`config.mk`:
```
export PLATFORM = sky130hd
export DESIGN_NAME = utf8_codepoint_decoder
export DESIGN_NICKNAME = d
export VERILOG_FILES = /design/src/utf8cd_pkg.sv /design/src/utf8_codepoint_decoder.sv /design/src/utf8cd_decode.sv
export SDC_FILE = /design/constraint.sdc
export NUM_CORES = 1
export LEC_CHECK = 0
export BUFFER_PORTS_ARGS = -buffer_cell sky130_fd_sc_hd__buf_4
export CELL_PAD_IN_SITES_DETAIL_PLACEMENT = 0
export CELL_PAD_IN_SITES_GLOBAL_PLACEMENT = 2
export CORE_UTILIZATION = 36
export CTS_CLUSTER_DIAMETER = 200
export DETAILED_ROUTE_END_ITERATION = 10
export PLACE_DENSITY_LB_ADDON = 0.1
export SYNTH_ARGS = -nofsm -noshare
export SYNTH_HDL_FRONTEND = slang
export SYNTH_SLANG_ARGS = --single-unit
```
`constraint.sdc`:
```
create_clock -name aclk -period 1.7 [get_ports aclk]
set_input_delay 0.255 -clock aclk [delete_from_list [all_inputs] [get_ports aclk]]
set_output_delay 0.255 -clock aclk [all_outputs]
set_load 0.02 [all_outputs]
```
`src/utf8cd_pkg.sv`:
```
// Package with the types and constants of the UTF-8 code point decoder.
`default_nettype none
package utf8cd_pkg;

    localparam int BYTE_W  = 8;
    localparam int POINT_W = 16;
    localparam int OWED_W  = 2;
    localparam int PART_W  = 10;
    localparam int CONT_W  = 6;

    localparam logic [BYTE_W-1:0] ASCII_LIMIT = 8'h80;
    localparam logic [BYTE_W-1:0] LEAD2_MASK  = 8'hE0;
    localparam logic [BYTE_W-1:0] LEAD2_CODE  = 8'hC0;
    localparam logic [BYTE_W-1:0] LEAD2_BITS  = 8'h1F;
    localparam logic [BYTE_W-1:0] LEAD3_MASK  = 8'hF0;
    localparam logic [BYTE_W-1:0] LEAD3_CODE  = 8'hE0;
    localparam logic [BYTE_W-1:0] LEAD3_BITS  = 8'h0F;
    localparam logic [BYTE_W-1:0] CONT_BITS   = 8'h3F;

    localparam logic [OWED_W-1:0] OWED_NONE = 2'd0;
    localparam logic [OWED_W-1:0] OWED_ONE  = 2'd1;
    localparam logic [OWED_W-1:0] OWED_TWO  = 2'd2;

    typedef struct packed {
        logic [OWED_W-1:0] bytes_owed;
        logic [PART_W-1:0] partial_point;
    } state_t;

    typedef struct packed {
        logic [POINT_W-1:0] code_point;
        logic               point_valid;
        logic               end_seen;
    } result_t;

endpackage
`default_nettype wire

```
`src/utf8_codepoint_decoder.sv`:
```
// Top level of the UTF-8 code point decoder: input register, decode, result register.
//
//   channel | direction | ports                                        | word
//   s_      | in        | s_valid s_ready s_byte_value s_text_end      | one text byte
//   m_      | out       | m_valid m_ready m_code_point m_point_valid   | one result
//           |           | m_end_seen                                   |
//
// Each byte gives one result word: it passes the input register, the decode, then the result register.
// One byte per cycle is sustained while m_ready stays high; a stalled result holds the flow.
// Synchronous active-low reset empties both registers and clears the sequence state.
// A stalled result holds, and the input register still takes a byte while it is empty.
`default_nettype none
module utf8_codepoint_decoder (
    input  wire logic        aclk,
    input  wire logic        aresetn,
    input  wire logic        s_valid,
    output logic             s_ready,
    input  wire logic [7:0]  s_byte_value,
    input  wire logic        s_text_end,
    output logic             m_valid,
    input  wire logic        m_ready,
    output logic [15:0]      m_code_point,
    output logic             m_point_valid,
    output logic             m_end_seen
);
    import utf8cd_pkg::*;

    logic              in_valid_reg;
    logic [BYTE_W-1:0] in_byte_reg;
    logic              in_end_reg;
    state_t            state_reg;
    state_t            state_next;
    logic              out_valid_reg;
    result_t           out_result_reg;
    result_t           result_next;
    logic              advance;

    assign advance = in_valid_reg && (!out_valid_reg || m_ready);
    assign s_ready = !in_valid_reg || advance;

    utf8cd_decode u_decode (
        .byte_value (in_byte_reg),
        .text_end   (in_end_reg),
        .state_cur  (state_reg),
        .state_next (state_next),
        .result     (result_next)
    );

    always_ff @(posedge aclk) begin
        if (!aresetn) begin
            in_valid_reg  <= 1'b0;
            out_valid_reg <= 1'b0;
            state_reg     <= '0;
        end else begin
            if (s_ready) begin
                in_valid_reg <= s_valid;
            end
            if (advance) begin
                state_reg     <= state_next;
                out_valid_reg <= 1'b1;
            end else if (m_ready) begin
                out_valid_reg <= 1'b0;
            end
        end
    end

    always_ff @(posedge aclk) begin
        if (s_valid && s_ready) begin
            in_byte_reg <= s_byte_value;
            in_end_reg  <= s_text_end;
        end
        if (advance) begin
            out_result_reg <= result_next;
        end
    end

    assign m_valid       = out_valid_reg;
    assign m_code_point  = out_result_reg.code_point;
    assign m_point_valid = out_result_reg.point_valid;
    assign m_end_seen    = out_result_reg.end_seen;

endmodule
`default_nettype wire

```
`src/utf8cd_decode.sv`:
```
// Combinational decode of one byte against the current sequence state.
`default_nettype none
module utf8cd_decode (
    input  wire logic [7:0]         byte_value,
    input  wire logic               text_end,
    input  wire utf8cd_pkg::state_t state_cur,
    output utf8cd_pkg::state_t      state_next,
    output utf8cd_pkg::result_t     result
);
    import utf8cd_pkg::*;

    logic [POINT_W-1:0] acc;
    logic [OWED_W-1:0]  owed_dec;
    state_t             state_body;

    assign acc      = {state_cur.partial_point, byte_value[CONT_W-1:0] & CONT_BITS[CONT_W-1:0]};
    assign owed_dec = state_cur.bytes_owed - OWED_ONE;

    always_comb begin
        state_body         = state_cur;
        result.code_point  = '0;
        result.point_valid = 1'b0;
        result.end_seen    = text_end;
        if (state_cur.bytes_owed != OWED_NONE) begin
            state_body.bytes_owed = owed_dec;
            if (owed_dec == OWED_NONE) begin
                result.code_point       = acc;
                result.point_valid      = 1'b1;
                state_body.partial_point = '0;
            end else begin
                state_body.partial_point = acc[PART_W-1:0];
            end
        end else if (byte_value < ASCII_LIMIT) begin
            result.code_point  = {{(POINT_W-BYTE_W){1'b0}}, byte_value};
            result.point_valid = 1'b1;
        end else if ((byte_value & LEAD2_MASK) == LEAD2_CODE) begin
            state_body.partial_point = {{(PART_W-BYTE_W){1'b0}}, byte_value & LEAD2_BITS};
            state_body.bytes_owed    = OWED_ONE;
        end else if ((byte_value & LEAD3_MASK) == LEAD3_CODE) begin
            state_body.partial_point = {{(PART_W-BYTE_W){1'b0}}, byte_value & LEAD3_BITS};
            state_body.bytes_owed    = OWED_TWO;
        end
    end

    always_comb begin
        state_next = state_body;
        if (text_end) begin
            state_next = '0;
        end
    end

endmodule
`default_nettype wire

```
Yosys cells after proc, flatten, opt, wreduce, memory -nomap -nowiden
Index checks and enable logic that the tools add are counted.

word-level totals
  register bits after elaboration = 41
  input port bits = 13
  output and inout bits = 20
  word-level logic and storage cells = 36

cells by class
  $add $sub $neg = 1
  order comparisons = 1
  equality and inequality tests = 3
  mux-type cells = 11
  reductions and logical operators = 11

operators with widths
  kind                 count
  $mux 12              5
  $mux 17              2
  $mux 10              1
  $mux 9               1
  $lt 8x8->1 const B   1
  $eq 4x4->1 const B   1
  $reduce_bool 2->1    2
  $reduce_bool 4->1    1
  $eq 3x3->1 const B   1
  $ne 3x2->1 const B   1
  $reduce_and 3->1     1
  $logic_and 1x1->1    2
  $logic_not 1->1      2
  $logic_not 2->1      1
  $logic_or 1x1->1     2
  $mux 1               2
  $sub 2x1->2 const B  1

Longest topological paths before layout
  depth in word-level cells = 6
  mapped depth = 5
  gate-level depth less buffers = 5

Cells and area by module
A second synthesis with hierarchy kept.

second synthesis, totals
  cells, all modules = 164
  area, all modules = 1860.5 µm²

by module, submodules not included
  module                  times used  cells each  area each (µm²)  seq. area each (µm²)
  utf8_codepoint_decoder  1           89          1398.8           1091.0
  utf8cd_decode           1           75          461.7            0.0

Worst setup path after synthesis
Ideal clock, no wire load.

  path kind = reg2reg
  start point = register out_valid_reg, in the netlist m_valid
  end point = register state_reg[5] (netlist name)
  data arrival time = 1.287 ns
  data required time = 1.583 ns
  slack = 0.296 ns
  cell stages (with the launch flop) = 6
  path buffers = 0
  cell sequence = dfxtp_1 -> nor2b_4 -> nand2b_4 -> inv_4 -> and3_4 -> a22o_1

on the way
  word-level cells in the longest chain between the ends = 4

RTL lines
  what                        line                          RTL
  start: declaration          utf8_codepoint_decoder.sv:33  logic out_valid_reg;
  start signal: assignment    utf8_codepoint_decoder.sv:52  out_valid_reg <= 1'b0;
  start signal: assignment    utf8_codepoint_decoder.sv:60  out_valid_reg <= 1'b1;
  start signal: assignment    utf8_codepoint_decoder.sv:62  out_valid_reg <= 1'b0;
  $logic_not 1->1             utf8_codepoint_decoder.sv:38  assign advance = in_valid_reg && (!out_valid_reg || m_ready);
  $logic_or 1x1->1            utf8_codepoint_decoder.sv:38
  $logic_and 1x1->1           utf8_codepoint_decoder.sv:38
  named net advance           utf8_codepoint_decoder.sv:36  logic advance;
  $reduce_and 3->1 (no line)  -
  end signal: assignment      utf8_codepoint_decoder.sv:59  state_reg <= state_next;
  end: declaration            utf8_codepoint_decoder.sv:31  state_t state_reg;

The timed path passes the listed nets, and every way through them passes these cells.
A chain may end at the register's enable or synchronous reset.

Worst setup path after layout
Same ends and word-level chain as after synthesis.

==> qor.csv <==
metric;value;unit
Hold Violations, Final;0;
Mapped Area;1570;µm²
Post-Layout Cell Count;197;
fin util;48.3;%
setup TNS;0;ns
nets@finish;159;
global route overflow;0;
Worst-Margin Slew;0.384;ns
FP Rows;23;
fmax;735;MHz
cell area power density;1010;nW/µm²
crit path buf inv count;1;
Total Power;2.00;mW
most frequent cells in the layout;buf_4, edfxtp_1, and2_1;
CTS max path bufs;2;
unrepaired setup endpoints after global routing;false;
Critical Path, Cell by Cell;nor2b_4 > nand2b_4 > inv_4 > and3_4 > a22o_1;
Avg Cell Area, Syn;14.4;µm²
detailed placer's ending HPWL;1900;µm
Min Clock Period, post-route;1.36;ns
most used routing layer;met2;
cts-stage hold buffer count;0;
Rel. slew slack;74.4;%
max reg flops;16;
Setup-failing EPs final;0;
crit path max fanout;21;
ANT cells;0;
initial DRC count;52;
Final Skew;0.00507;ns
max-cap violations;0;
register area share after synthesis;69.5;%
Setup crit end kind;flop;
initial antenna violation count;0;
post-cts resize count;0;
drt wl/cell;13.4;µm
Worst Hold Class;in2reg;
multi-input logic area;452;µm²
first-pass GRT wire length;4350;µm
Synth Net Count;122;
#FFs+latches synth;41;
Starting Density;38.4;%
Yosys cell types;31;
H-tree level count;2;
worst hold slack;0.137;ns
Mapped Cells;109;
# placed instances;189;
CP max stage delay;0.34;ns
CTS Buf Count;5;
GPL Wtd Cong;0.777;
synth warn;0;
WP data required;1.89;ns
clock root buffer;clkbuf_8;
routed wire length;2640;µm
GR Layer Usage met1;16.3;%
WP data arrival;1.55;ns
commonest non-fill, non-tap cell in the layout;buf_4;
# DRC;0;
clock latency on the worst-skew pair;0.29;ns
gr usage total;13.5;%
max-slew violations;0;
CTS clk-pin slew, worst paths;0.08;ns
layout cell share with drive strength beyond 1;34.0;%
met2 Usage GRT;21.4;%
CTS tree;done;
pin count of the biggest net entering global routing;22;
area delta synth->final;25.7;%
Crit-path slowest cell;dfxtp_1;
Die Wd;68.0;µm
Via Count;930;
post-CTS setup buffer count;0;
period utilization;80.0;%
core area;4090;µm²
Port Buffer Count;32;
Setup CP Type;reg2reg;
Top FF cell, synth;edfxtp_1;
clk sinks;41;
vias in the first global route;946;
async set or reset register ratio after synthesis;0;%
area of the die;4630;µm²
GR met3 Demand/Resource;4.00;%
# fillers;393;
critical path launch point type;flop;
P_leak;0.761;nW
status;completed;
Die H;68.0;µm
sequential cell area;1090;µm²
Antenna Nets Post-Route;0;
io pins;33;
critical path's top delay family;simple AND/OR/NAND/NOR gates;
VDD IR max;0.000511;V
Post-synth EDFFs;27;
register-to-register setup slack;0.34;ns
vias per inst;4.72;
drt first pass iters;4;
## power by group
| part | internal, mW | total (mW) | switching (mW) |
|---|---|---|---|
| Sequential | 1.10 | 1.12 | 0.0223 |
| Combinational | 0.0710 | 0.158 | 0.0867 |
| Clock | 0.381 | 0.719 | 0.338 |
## through the flow
step | setup slack [ns] | instance area [µm²]
floorplan | 0.296 | 1570
global placement | 0.364 | 1860
detailed placement | 0.326 | 1860
CTS | 0.331 | 1970
global route | 0.244 | 1970
finish | 0.340 | 1970
## routing by layer
metal	part of all wire [%]	vias up
li1	-	469
met1	46	428
met2	47	28
met3	4.7	5
met4	1.7	0
met5	0	-
## area by class of cell
type                            instances  share of cell area, %
Clock buffer                            6                   4.76
Clock inverter                          2                  0.761
Inverter                                2                  0.508
Multi-Input combinational cell         63                   22.9
Sequential cell                        41                   55.3
Tap cell                               50                   3.17
Timing Repair Buffer                   33                   12.6
## final timing paths
check | from | endpoint | cells after the start
worst min-delay path | s_byte_value[0] | in_byte_reg[0] | 1
worst min register to register | state_reg[4] | state_reg[4] | 1
worst max-delay path | m_valid | state_reg[5] | 5
worst max register to register | m_valid | state_reg[5] | 5
## synth_stat cells (2+ instances only)
cell type | count | area [µm²]
a22o_1 | 5 | 43.8
a21oi_1 | 3 | 15.0
nand2_1 | 6 | 22.5
a32o_1 | 2 | 20.0
nand3_1 | 4 | 20.0
edfxtp_1 | 27 | 811
mux2i_1 | 4 | 40.0
dfxtp_1 | 14 | 280
and2_1 | 17 | 106
nor2b_4 | 2 | 27.5
nor2_1 | 5 | 18.8
## cells by family after synthesis
group | share of synthesized area [%]
buffers and inverters | 1.67
muxes | 2.55
DFF | 69.5
AOI/OAI and AO/OA | 9.25
and+or+nand+nor | 17.0
Note: power is estimated with default switching activity, not from simulation.
